`config.mk`:
```
export PLATFORM = sky130hd
export DESIGN_NAME = typed_value_byte_serializer
export DESIGN_NICKNAME = d
export VERILOG_FILES = /design/src/rtl/tvbs_pkg.sv /design/src/rtl/tvbs_encoder.sv /design/src/rtl/typed_value_byte_serializer.sv
export VERILOG_INCLUDE_DIRS = /design/src /design/src/rtl
export SDC_FILE = /design/constraint.sdc
export NUM_CORES = 1
export LEC_CHECK = 0
export ABC_AREA = 1
export ABC_CLOCK_PERIOD_IN_PS = 4400
export BUFFER_PORTS_ARGS = -buffer_cell sky130_fd_sc_hd__buf_2
export CAP_MARGIN = 20
export CORE_MARGIN = 2
export CORE_UTILIZATION = 55
export DETAILED_ROUTE_END_ITERATION = 6
export HOLD_SLACK_MARGIN = 0.12
export PLACE_DENSITY = 0.82
export SLEW_MARGIN = 40
export SYNTH_ARGS = -nofsm -noshare
export SYNTH_HDL_FRONTEND = slang
export SYNTH_HIERARCHICAL = 1
export SYNTH_SLANG_ARGS = --single-unit
```
`constraint.sdc`:
```
create_clock -name clk_i -period 4.4 [get_ports clk_i]
set_input_delay 1.1 -clock clk_i [delete_from_list [all_inputs] [get_ports clk_i]]
set_output_delay 1.1 -clock clk_i [all_outputs]
set_load 0.01 [all_outputs]
```
`src/rtl/typed_value_byte_serializer_macros.svh`:
```
// ----------------------------------------------------------------------------
// typed_value_byte_serializer_macros
// Assertion helpers for the serializer RTL.
// ----------------------------------------------------------------------------
`ifndef TYPED_VALUE_BYTE_SERIALIZER_MACROS_SVH
`define TYPED_VALUE_BYTE_SERIALIZER_MACROS_SVH

// Same-cycle implication, off during reset.
`define TVBS_ASSERT_IMP(label, clk, rst_n, ante, cons) \
  label: assert property (@(posedge clk) disable iff (!(rst_n)) (ante) |-> (cons)) \
    else $error("serializer check failed");

// Next-cycle implication, off during reset.
`define TVBS_ASSERT_NXT(label, clk, rst_n, ante, cons) \
  label: assert property (@(posedge clk) disable iff (!(rst_n)) (ante) |=> (cons)) \
    else $error("serializer check failed");

`endif

```
`src/rtl/tvbs_pkg.sv`:
```
`timescale 1ns / 1ps
// ----------------------------------------------------------------------------
// tvbs_pkg
// Types and constants for the typed value byte serializer.
// ----------------------------------------------------------------------------
package tvbs_pkg;

  localparam int MaxBytes = 10;
  localparam int CntW     = $clog2(MaxBytes + 1);

  typedef logic [CntW-1:0]             cnt_t;
  typedef logic [MaxBytes-1:0][7:0]    bytes_t;

  typedef enum logic [2:0] {
    CMD_S8     = 3'd0,
    CMD_U8     = 3'd1,
    CMD_S16    = 3'd2,
    CMD_I32    = 3'd3,
    CMD_I64    = 3'd4,
    CMD_UVAR   = 3'd5,
    CMD_ZIGZAG = 3'd6
  } cmd_e;

  // One encoded item: bytes in wire order from index 0, count of valid bytes.
  typedef struct packed {
    bytes_t bytes;
    cnt_t   cnt;
    logic   err;
  } enc_t;

endpackage

```
`src/rtl/tvbs_encoder.sv`:
```
`timescale 1ns / 1ps
// ----------------------------------------------------------------------------
// tvbs_encoder
// Input register and wire-byte encoding of one typed value.
// ----------------------------------------------------------------------------
module tvbs_encoder (
  input  logic                clk_i,
  input  logic                rst_ni,
  input  logic                in_valid_i,
  output logic                in_stall_o,
  input  logic [2:0]          cmd_i,
  input  logic signed [63:0]  value_i,
  output logic                enc_valid_o,
  input  logic                enc_take_i,
  output tvbs_pkg::enc_t      enc_o
);

  logic              valid_q, valid_d;
  logic [2:0]        cmd_q;
  logic [63:0]       value_q;
  logic              accept;
  logic [63:0]       vw;
  logic [tvbs_pkg::MaxBytes-1:0][6:0] grp;
  tvbs_pkg::cnt_t    vcnt;
  logic              s8_ok, u8_ok, s16_ok;

  assign in_stall_o  = valid_q && !enc_take_i;
  assign accept      = in_valid_i && !in_stall_o;
  assign enc_valid_o = valid_q;

  always_comb begin
    valid_d = valid_q;
    if (accept) begin
      valid_d = 1'b1;
    end else if (enc_take_i) begin
      valid_d = 1'b0;
    end
  end

  always_ff @(posedge clk_i or negedge rst_ni) begin
    if (!rst_ni) begin
      valid_q <= 1'b0;
    end else begin
      valid_q <= valid_d;
    end
  end

  always_ff @(posedge clk_i) begin
    if (accept) begin
      cmd_q   <= cmd_i;
      value_q <= value_i;
    end
  end

  // Range checks on the full 64-bit signed value.
  assign s8_ok  = (&value_q[63:7])  || !(|value_q[63:7]);
  assign u8_ok  = !(|value_q[63:8]);
  assign s16_ok = (&value_q[63:15]) || !(|value_q[63:15]);

  // Zigzag map: (v << 1) ^ sign fill.
  assign vw = (cmd_q == tvbs_pkg::CMD_ZIGZAG) ?
              ((value_q << 1) ^ {64{value_q[63]}}) : value_q;

  always_comb begin
    for (int i = 0; i < tvbs_pkg::MaxBytes - 1; i++) begin
      grp[i] = vw[7*i +: 7];
    end
    grp[tvbs_pkg::MaxBytes-1] = {6'b0, vw[63]};
    // Length is one past the highest nonzero group, at least one byte.
    vcnt = tvbs_pkg::cnt_t'(1);
    for (int i = 1; i < tvbs_pkg::MaxBytes; i++) begin
      if (grp[i] != 7'd0) begin
        vcnt = tvbs_pkg::cnt_t'(i + 1);
      end
    end
  end

  always_comb begin
    enc_o = '0;
    unique case (cmd_q) inside
      tvbs_pkg::CMD_S8, tvbs_pkg::CMD_U8: begin
        if ((cmd_q == tvbs_pkg::CMD_S8) ? s8_ok : u8_ok) begin
          enc_o.bytes[0] = value_q[7:0];
        end else begin
          enc_o.err = 1'b1;
        end
        enc_o.cnt = tvbs_pkg::cnt_t'(1);
      end
      tvbs_pkg::CMD_S16: begin
        if (s16_ok) begin
          enc_o.bytes[0] = value_q[15:8];
          enc_o.bytes[1] = value_q[7:0];
          enc_o.cnt      = tvbs_pkg::cnt_t'(2);
        end else begin
          enc_o.err = 1'b1;
          enc_o.cnt = tvbs_pkg::cnt_t'(1);
        end
      end
      tvbs_pkg::CMD_I32: begin
        for (int i = 0; i < 4; i++) begin
          enc_o.bytes[i] = value_q[8*(3-i) +: 8];
        end
        enc_o.cnt = tvbs_pkg::cnt_t'(4);
      end
      tvbs_pkg::CMD_I64: begin
        for (int i = 0; i < 8; i++) begin
          enc_o.bytes[i] = value_q[8*(7-i) +: 8];
        end
        enc_o.cnt = tvbs_pkg::cnt_t'(8);
      end
      tvbs_pkg::CMD_UVAR, tvbs_pkg::CMD_ZIGZAG: begin
        // Continuation bit on every byte ahead of the last.
        for (int i = 0; i < tvbs_pkg::MaxBytes; i++) begin
          enc_o.bytes[i] = {(tvbs_pkg::cnt_t'(i + 1) < vcnt), grp[i]};
        end
        enc_o.cnt = vcnt;
      end
      default: begin
        // Unused selector: drop, no bytes.
        enc_o.cnt = '0;
      end
    endcase
  end

endmodule

```
`src/rtl/typed_value_byte_serializer.sv`:
```
`timescale 1ns / 1ps
// ----------------------------------------------------------------------------
// typed_value_byte_serializer
// Encodes typed values (fixed-size big-endian or varint) into wire bytes.
// ----------------------------------------------------------------------------
//   channel | direction | handshake              | payload
//   in      | input     | in_valid_i / in_stall_o   | cmd_i, value_i
//   out     | output    | out_valid_o / out_stall_i | byte_out_o, last_o, range_error_o
//
// One output byte per cycle while out_stall_i is low: an item holds the byte buffer
// until all of its bytes are sent, 0 to 10 (an error result or a byte type has 1, a varint
// up to 10, an unused selector none). The single output byte register sets this.
// Path: input register, byte buffer, output byte register. A new item enters while
// the last byte of the previous one is sent. Reset clears all valid state. Output
// stall holds the buffer and back-pressures the input through in_stall_o.
// ----------------------------------------------------------------------------
`include "typed_value_byte_serializer_macros.svh"

module typed_value_byte_serializer (
  input  logic                clk_i,
  input  logic                rst_ni,
  input  logic                in_valid_i,
  output logic                in_stall_o,
  input  logic [2:0]          cmd_i,
  input  logic signed [63:0]  value_i,
  output logic                out_valid_o,
  input  logic                out_stall_i,
  output logic [7:0]          byte_out_o,
  output logic                last_o,
  output logic                range_error_o
);

  tvbs_pkg::enc_t   enc;
  logic             enc_valid;
  logic             take;
  logic             pop;
  logic             out_free;

  tvbs_pkg::bytes_t bytes_q, bytes_d;
  tvbs_pkg::cnt_t   cnt_q, cnt_d;
  logic             err_q, err_d;

  logic             out_valid_q, out_valid_d;
  logic [7:0]       byte_q, byte_d;
  logic             last_q, last_d;
  logic             rerr_q, rerr_d;

  tvbs_encoder u_encoder (
    .clk_i       (clk_i),
    .rst_ni      (rst_ni),
    .in_valid_i  (in_valid_i),
    .in_stall_o  (in_stall_o),
    .cmd_i       (cmd_i),
    .value_i     (value_i),
    .enc_valid_o (enc_valid),
    .enc_take_i  (take),
    .enc_o       (enc)
  );

  assign out_free = !out_valid_q || !out_stall_i;
  assign pop      = (cnt_q != '0) && out_free;
  // Load the next item once the buffer is empty or its last byte leaves now.
  assign take     = enc_valid &&
                    ((cnt_q == '0) || ((cnt_q == tvbs_pkg::cnt_t'(1)) && pop));

  always_comb begin
    cnt_d   = cnt_q;
    bytes_d = bytes_q;
    err_d   = err_q;
    if (take) begin
      cnt_d   = enc.cnt;
      bytes_d = enc.bytes;
      err_d   = enc.err;
    end else if (pop) begin
      cnt_d   = cnt_q - tvbs_pkg::cnt_t'(1);
      bytes_d = {8'h00, bytes_q[tvbs_pkg::MaxBytes-1:1]};
    end
  end

  always_comb begin
    out_valid_d = out_valid_q;
    byte_d      = byte_q;
    last_d      = last_q;
    rerr_d      = rerr_q;
    if (pop) begin
      out_valid_d = 1'b1;
      byte_d      = bytes_q[0];
      last_d      = (cnt_q == tvbs_pkg::cnt_t'(1));
      rerr_d      = err_q;
    end else if (out_free) begin
      out_valid_d = 1'b0;
    end
  end

  always_ff @(posedge clk_i or negedge rst_ni) begin
    if (!rst_ni) begin
      cnt_q       <= '0;
      out_valid_q <= 1'b0;
    end else begin
      cnt_q       <= cnt_d;
      out_valid_q <= out_valid_d;
    end
  end

  always_ff @(posedge clk_i) begin
    bytes_q <= bytes_d;
    err_q   <= err_d;
    byte_q  <= byte_d;
    last_q  <= last_d;
    rerr_q  <= rerr_d;
  end

  assign out_valid_o   = out_valid_q;
  assign byte_out_o    = byte_q;
  assign last_o        = last_q;
  assign range_error_o = rerr_q;

  `TVBS_ASSERT_IMP(a_err_is_last, clk_i, rst_ni, out_valid_o && range_error_o, last_o)
  `TVBS_ASSERT_IMP(a_cnt_bound, clk_i, rst_ni, 1'b1, cnt_q <= tvbs_pkg::cnt_t'(tvbs_pkg::MaxBytes))
  `TVBS_ASSERT_NXT(a_cnt_step, clk_i, rst_ni, pop && (cnt_q > tvbs_pkg::cnt_t'(1)), (cnt_q + tvbs_pkg::cnt_t'(1)) == $past(cnt_q))
  `TVBS_ASSERT_NXT(a_pop_shows, clk_i, rst_ni, pop, out_valid_o && (last_o == ($past(cnt_q) == tvbs_pkg::cnt_t'(1))))

endmodule

```
==> summary.md, run 1 <==
| Metric | Value |
|---|---|
| Total of max-cap violations | 0 |
| Ys flop type | edfxtp_1 |
| Boundary Pins | 83 |
| # port buffers | 82 |
| Die width | ~140 um |
| Synth Area per Inst | just over 8 um^2 |
| Worst setup SP type | flip-flop |
| Pwr/cell area | between 700 and 800 nW/um^2 |
| Least-Margin Pin Slew | slightly below 0.8 ns |
| Synth top area cells | edfxtp_1, nand2_1, inv_1, nor2_1, o21ai_0 |
| Arrival @ worst endpoint | ~3.4 ns |
| Largest net degree at the start of global routing | slightly below 90 |
| Hold Path Class | flip-flop to flip-flop |
| Top-count cell post-synth | nand2_1 |
| FP Rows | 48 |
| Netlist cell types | 48 |
| Root buffer cell | clkbuf_16 |
| Reg clk slew, reported paths | 0.06 ns |
| Via density | slightly below 6 |
| CTS buffer count | 17 |
| Crit Path Max Fanout | 55 |
| Crit-path cells | nand3_4 -> nand2_1 -> a21boi_1 -> nand2_1 -> nor3_1 -> nand2_1 -> nor2_2 -> nand2_1 -> nand2_1 -> inv_1 -> nand3_1 -> nand2_1 -> nand2_1 -> nand2_1 -> nand2_1 -> nand2_1 |
| WHS | 0.425 ns |
| Share of cells above drive strength 1 | 11.7% |
| Clk sinks | 164 |
| First drt pass iteration count | 6 |
| CTS H-tree depth | 4 |
| RSZ-0062 raised after global routing | false |
| Final Critical Period | about 3.2 ns |
| Commonest cells in the synthesized netlist | nand2_1, edfxtp_1, inv_1 |
| Max Slew Vio Count | 0 |
| Maximum vdd drop | roughly 0.59 mV |
| GRT Overall Usage | 32.3% |
| Period utilization | 72.5% |
| CTS Hold Buffers Added | 0 |
| Post-synth top area cell | edfxtp_1 |
| Non-filler cells, final | about 1,500 |
| Critical path's slowest cell | nand3_4 |
| Setup TNS | 0 ns |
| Slew headroom | 47.2% |
| Post-synthesis compound-gate area fraction | between 9 and 10% |
| Final hold vios | 0 |
| Diode count | 0 |
| Initial antenna violation count | 0 |
| Initial DRC count | ~1,200 |
| Deepest clock path buffer count | 2 |
| Number of flops mapped to enable cells by yosys | 158 |
| Post-DP HPWL | around 20,000 um |
| Post-synthesis adder-cell area fraction | less than 1% |
| Seq cells post-synth | approximately 160 |
| Final worst setup slack | around 1.2 ns |
| Vias in the first global route | 7,675 |
| Worst path most repeated cell | nand2_1 |
| WS Path Type | flip-flop to flip-flop |
| Clock latency on the worst-skew pair | 0.43 ns |
| Setup WS pre-CTS | roughly 1.3 ns |
| Total Power | 7.41 mW |
| Peak per-stage delay on the critical path | approximately 0.55 ns |
| Cells after DPL | ~1,400 |
| Nets | around 1,300 |
| TritonCTS clock tree | done |
| Core Area | around 17,000 um^2 |
| Xor/xnor share of the synthesized area | 1.93% |
| Req. time, crit path | about 4.6 ns |
| Max Clk Rate | approximately 310 MHz |
| Full die area | 18,400 um^2 |
| Synth Area in Simple Gates | 27.7% |
| Run status | finished, final reports clean |
| GP Congestion | 1.05 |
| Post_cts resized | 0 |
| Largest family of logic cells by synthesized area | simple AND/OR/NAND/NOR gates |
| Post-synthesis mux area share | less than 1% |
| Drt wl/cell | just under 20 um |
| ANT nets after route | 0 |
| Global route overflow | 0 |
| Final setup viols | 0 |
| Via Count | between 8,000 and 9,000 |
| Post-synth top area share | 49.8% |
| Worst Setup End Kind | flip-flop |
| First-pass GRT wire length | between 40,000 and 50,000 um |
| Pleak | between 4 and 5 nW |
| Worst Skew | between 0.008 and 0.009 ns |
| Mapped Area | around 9500 um^2 |
| DRC Markers | 0 |
| Area growth syn-to-layout | 11.0% |
| Fraction of registers with async set/reset | under 10% |
| Total wire length | ~29,000 um |
| Register area share after synthesis | ~50% |
| Starting Density | 55.7% |
| Synth warnings | 6 |
| Mapped Cells | 1,166 |
| Height of the die | between 100 and 150 um |
| Setup Buffers After CTS | 0 |
[logic make-up after synthesis]
logic type | after synthesis
AND/OR/NAND/NOR | 643
buffers and inverters | 174
flip-flops | 164
AO/OA/AOI/OAI | 157
XOR/XNOR | 21
adder cells (fa/ha/maj) | 4
multiplexers | 2
other | 1
[layout by cell type (no fill, tap or decap), types with 5 or more instances in the layout]
cell type / Yosys / final
a21oi_1: 15 / 14
buf_2: 23 / 82
buf_4: 19 / 9
clkbuf_16: 0 / 17
clkinvlp_4: 0 / 5
conb_1: 1 / 7
dfrtp_1: 6 / 6
edfxtp_1: 158 / 158
inv_1: 104 / 103
inv_2: 4 / 5
nand2_1: 453 / 452
nand3_1: 32 / 32
nand4_1: 27 / 27
nor2_1: 95 / 94
nor3_1: 9 / 9
nor4_1: 8 / 8
o211ai_1: 6 / 6
o21ai_0: 70 / 70
o21ai_1: 7 / 7
o221ai_1: 14 / 14
o22ai_1: 28 / 28
xnor2_1: 8 / 8
xor2_1: 13 / 13
[sequential cells by signal, summed over array words and instances (netlist names)]
name                   count
byte_out_o                 8
bytes_q                   80
cnt_q                      4
err_q                      1
last_o                     1
out_valid_o                1
range_error_o              1
u_encoder/cmd_q            3
u_encoder/enc_valid_o      1
u_encoder/value_q         64
[worst max-delay path: cells and delay by family, from the launching register on]
family          cells  cell delay, ns
simple gates       14            2.01
flops               1            0.52
compound gates      1            0.34
buf+inv             1            0.05
[area by class of cell]
| cell class | count | area (um^2) |
|---|---|---|
| tap | 225 | 282 |
| clock inverter | 13 | 136 |
| sequential | 164 | 4890 |
| clock buffer | 18 | 429 |
| fill | 1511 | 6550 |
| inverter | 109 | 410 |
| multi-input combinational | 834 | 3900 |
| timing repair buffer | 94 | 520 |
[power breakdown]
group / internal (mW) / switching, mW
logic: 0.802 / 2.05
registers: 2.70 / 0.413
clock network: 0.829 / 0.615
total: 4.34 / 3.08
[routing by layer]
metal | vias up | track usage [%] | part of all wire (%)
met5 | - | 0 | 0
met4 | 0 | 18.0 | 5.3
met3 | 92 | 8.23 | 12
met2 | 604 | 44.8 | 42
met1 | 3885 | 46.1 | 41
li1 | 3968 | - | -
[per-stage QoR]
| stage | util, % | instance area, um^2 |
|---|---|---|
| after CTS | 61.7 | 10600 |
| after detailed placement | 58.4 | 10000 |
| after global routing | 61.7 | 10600 |
| final | 61.7 | 10600 |
| after floorplan | - | 9550 |
| after global placement | 58.3 | 9990 |
[worst paths after layout]
check                      cells after the start                                 to                          from  slack, ns
setup / recovery                              16              bytes_q[47]$_DFFE_PP_  u_encoder/cmd_q[2]$_DFFE_PP_       1.21
hold / removal                                 0            range_error_o$_DFFE_PP_               err_q$_DFFE_PP_       0.42
setup reg to reg                              16              bytes_q[47]$_DFFE_PP_  u_encoder/cmd_q[2]$_DFFE_PP_       1.21
hold reg to reg                                0            range_error_o$_DFFE_PP_               err_q$_DFFE_PP_       0.42
min in group asynchronous                      1               cnt_q[2]$_DFFE_PN0P_                        rst_ni       0.49
max in group asynchronous                      1  u_encoder/enc_valid_o$_DFFE_PN0P_                        rst_ni       3.76
Note: power is estimated with default switching activity, not from simulation.
==> run 2, diff against run 1 <==
Settings changed: ABC_AREA 1 to 0, ABC_CLOCK_PERIOD_IN_PS 4400 to 2800.
Clock period 4.4 ns to 2.8 ns, I/O delays scaled along.
==> summary.md, run 2 <==
| Metric | Value |
|---|---|
| Synth top area cells | edfxtp_1, mux2_2, xnor2_1, mux2i_1, o21ai_0 |
| Full die area | 19,100 um^2 (+4.1%) |
| Commonest cells in the synthesized netlist | edfxtp_1, nand2_1, mux2_2 |
| CTS buffer count | 17 (unchanged) |
| Pleak | 4.52 nW (-2.0%) |
| Non-filler cells, final | 1,289 (-12%) |
| Hold Path Class | flip-flop to flip-flop |
| Final hold vios | 0 (unchanged) |
| Sequential power share | 39.4% (-2.6 points) |
| Height of the die | 138 um (+2.0%) |
| Core Area | 17,800 um^2 (+4.2%) |
| Drt wl/cell | 23.5 um (+19%) |
| Arrival @ worst endpoint | 3.10 ns (-0.27 ns) |
| Deepest clock path buffer count | 2 (unchanged) |
| Commonest non-fill, non-tap cell in the layout | edfxtp_1 |
| # port buffers | 82 (unchanged) |
| Root buffer cell | clkbuf_16 |
| Ys flop type | edfxtp_1 |
| Clock network power share | 20.0% (+0.5 points) |
| Flip-flop count of the largest register after layout | 80 (unchanged) |
| Final instance area | 12,000 um^2 (+14%) |
| RSZ-0062 raised after global routing | true |
| Setup WS pre-CTS | -0.0588 ns (-1.40 ns) |
| Via density | 6.43 (+9.6%) |
| GP Congestion | 1.01 (-3.4%) |
| Period utilization | 99.8% (+27 points) |
| Slew headroom | 53.8% (+6.5 points) |
| Max Clk Rate | 358 MHz (+14%) |
| Synth warnings | 6 (unchanged) |
| Largest Register | bytes_q |
| Max Slew Vio Count | 0 (unchanged) |
| Worst setup SP type | flip-flop |
| First-pass GRT wire length | 44,300 um (+1.2%) |
| Vias in the first global route | 7,615 (-0.78%) |
| Initial antenna violation count | 0 (unchanged) |
| Setup TNS | 0 ns (unchanged) |
| Worst Setup End Kind | flip-flop |
| Seq cells post-synth | 164 (unchanged) |
| DRC Markers | 0 (unchanged) |
| Starting Density | 55.6% (about the same) |
| Maximum vdd drop | 0.723 mV (+22%) |
| Area growth syn-to-layout | 21.1% |
| Crit Path Max Fanout | 15 (-73%) |
| Global route overflow | 0 (unchanged) |
| Commonest cells after routing, fill and taps aside | edfxtp_1, buf_4, buf_2 |
| Post-DP HPWL | 21,200 um (+4.0%) |
| Nets | 1,122 (-13%) |
| Clock latency on the worst-skew pair | 0.44 ns (about the same) |
| FP Rows | 49 (+2.1%) |
| GRT Overall Usage | 30.4% (-1.9 points) |
| Final worst setup slack | 0.00656 ns (-1.21 ns) |
| Post-synth top area share | 47.8% (-2.0 points) |
| Boundary Pins | 83 (unchanged) |
| Reg clk slew, reported paths | 0.07 ns (about the same) |
| Largest net degree at the start of global routing | 81 (-8.0%) |
| Via Count | 8,289 (-3.0%) |
| Synth Area per Inst | 10.8 um^2 (+32%) |
| Total Power | 11.7 mW (+58%) |
| Register area share after synthesis | 49.3% (-2.1 points) |
| Pwr/cell area | 974 nW/um^2 (+39%) |
| First drt pass iteration count | 6 (unchanged) |
| Die width | 138 um (+2.0%) |
| ANT nets after route | 0 (unchanged) |
| Netlist cell types | 67 (+40%) |
| Sw Ratio | 35.6% (-6.0 points) |
| Final Critical Period | 2.79 ns (-0.395 ns) |
| Number of flops mapped to enable cells by yosys | 158 (unchanged) |
| Initial DRC count | 1,159 (-7.1%) |
| Cells after DPL | 1,246 (-13%) |
| Cell Int Power | 7.55 mW (+74%) |
| TritonCTS clock tree | done |
| Part of the power in combinational logic | 40.7% (+2.2 points) |
| CTS H-tree depth | 4 (unchanged) |
| Diode count | 0 (unchanged) |
| WS Path Type | flip-flop to flip-flop |
| Total wire length | 30,300 um (+4.9%) |
| Total of max-cap violations | 0 (unchanged) |
| Share of cells above drive strength 1 | 33.5% (+22 points) |
| Switching power total | 4.16 mW (+35%) |
| Mapped Area | 9930 um^2 (+4.2%) |
| Clk sinks | 164 (unchanged) |
| Run status | finished, final reports clean |
| Post-synth top area cell | edfxtp_1 |
| Fraction of registers with async set/reset | 3.66% (unchanged) |
| Mapped Cells | 919 (-21%) |
| Top-count cell post-synth | edfxtp_1 |
| Final setup viols | 0 (unchanged) |
| Req. time, crit path | 3.11 ns (-1.47 ns) |
| Least-Margin Pin Slew | 0.688 ns (-0.102 ns) |
| Worst Skew | 0.0103 ns (+0.00143 ns) |
| Placement Cell Area | 11,100 um^2 (+11%) |
==> run 2: cell types whose count changed after synthesis, moves of 17 or more <==
cell      before  now
a21oi_1       15   34
nand3_1       32   13
nand2_1      453   74
a22oi_1        4   27
nor2b_1        0   17
inv_1        104   12
xnor2_1        8   52
nor2_1        95   54
clkbuf_1      14   56
mux2i_1        2   28
mux2_2         0   57
==> run 2: repair_timing <==
| item | in CTS | in global routing |
|---|---|---|
| hold buffers | 1 | 0 |
| pin swaps | 1 | 16 |
| hold endpoints to repair | 6 | 0 |
| buffers inserted | 2 | 7 |
| setup endpoints to repair | 6 | 8 |
| resized for setup | 8 | 44 |
| cloned | 0 | 1 |
==> run 2: logic make-up after synthesis <==
kind of cell,Yosys count,share of synthesized area (%)
flops,164,49.3
compound gates,225,15.0
other cells,1,0.0378
fa+ha+maj,4,0.504
buf+inv,114,5.43
xor+xnor,62,5.47
simple gates,249,12.7
mux,100,11.6
==> run 2: layout make-up <==
| cell class | count | area (um^2) |
|---|---|---|
| clock buffers | 18 | 429 |
| clock inverters | 14 | 153 |
| fillers | 1349 | 5820 |
| inverters | 13 | 52.6 |
| multi-input cells | 648 | 4760 |
| flip-flops and latches | 164 | 4890 |
| well taps | 229 | 287 |
| repair buffers | 203 | 1440 |
==> run 2: layer usage <==
layer  wire [um]  global-route usage, %
met5           0                      0
met4        1670                   14.6
met1       11700                   40.2
met3        3240                   7.14
met2       13600                   47.6
==> run 2: critical path, cell delays in order (launching register included) <==
cell and delay (ns):
edfxtp_1 0.39, buf_4 0.14, buf_4 0.16, nand3_1 0.14, nor4_1 0.38, nand4_1 0.30, a21boi_1 0.24, nor4_2 0.19
buf_4 0.29, nand2_1 0.08, o211ai_1 0.15, mux2_2 0.21
==> run 2: path summary, 6_finish.rpt <==
kind	startpoint	endpoint	slack [ns]	cells past startpoint
worst max-delay path	u_encoder/value_q[16]$_DFFE_PP_	bytes_q[11]$_DFFE_PP_	0.007	11
worst min-delay path	err_q$_DFFE_PP_	range_error_o$_DFFE_PP_	0.42	0
worst max register to register	u_encoder/value_q[16]$_DFFE_PP_	bytes_q[11]$_DFFE_PP_	0.007	11
worst min register to register	err_q$_DFFE_PP_	range_error_o$_DFFE_PP_	0.42	0
max in group asynchronous	rst_ni	cnt_q[1]$_DFFE_PN0P_	2.04	2
min in group asynchronous	rst_ni	u_encoder/enc_valid_o$_DFFE_PN0P_	0.61	2
==> run 2: power by group through the flow <==
stage | sequential (mW) | combinational [mW] | clock (mW)
final | 4.61 | 4.76 | 2.34
after floorplan | 4.43 | 3.11 | 0
after global placement | 4.59 | 4.38 | 0
after detailed placement | 4.63 | 4.47 | 0
after global routing | 4.68 | 5.05 | 2.46
after CTS | 4.59 | 4.53 | 2.35
==> run 2: through the flow <==
stage	utilization, %	hold WS, ns
floorplan	-	0.400
global placement	62.2	0.405
detailed placement	62.2	0.405
CTS	65.9	0.419
global route	67.4	0.420
finish	67.4	0.419
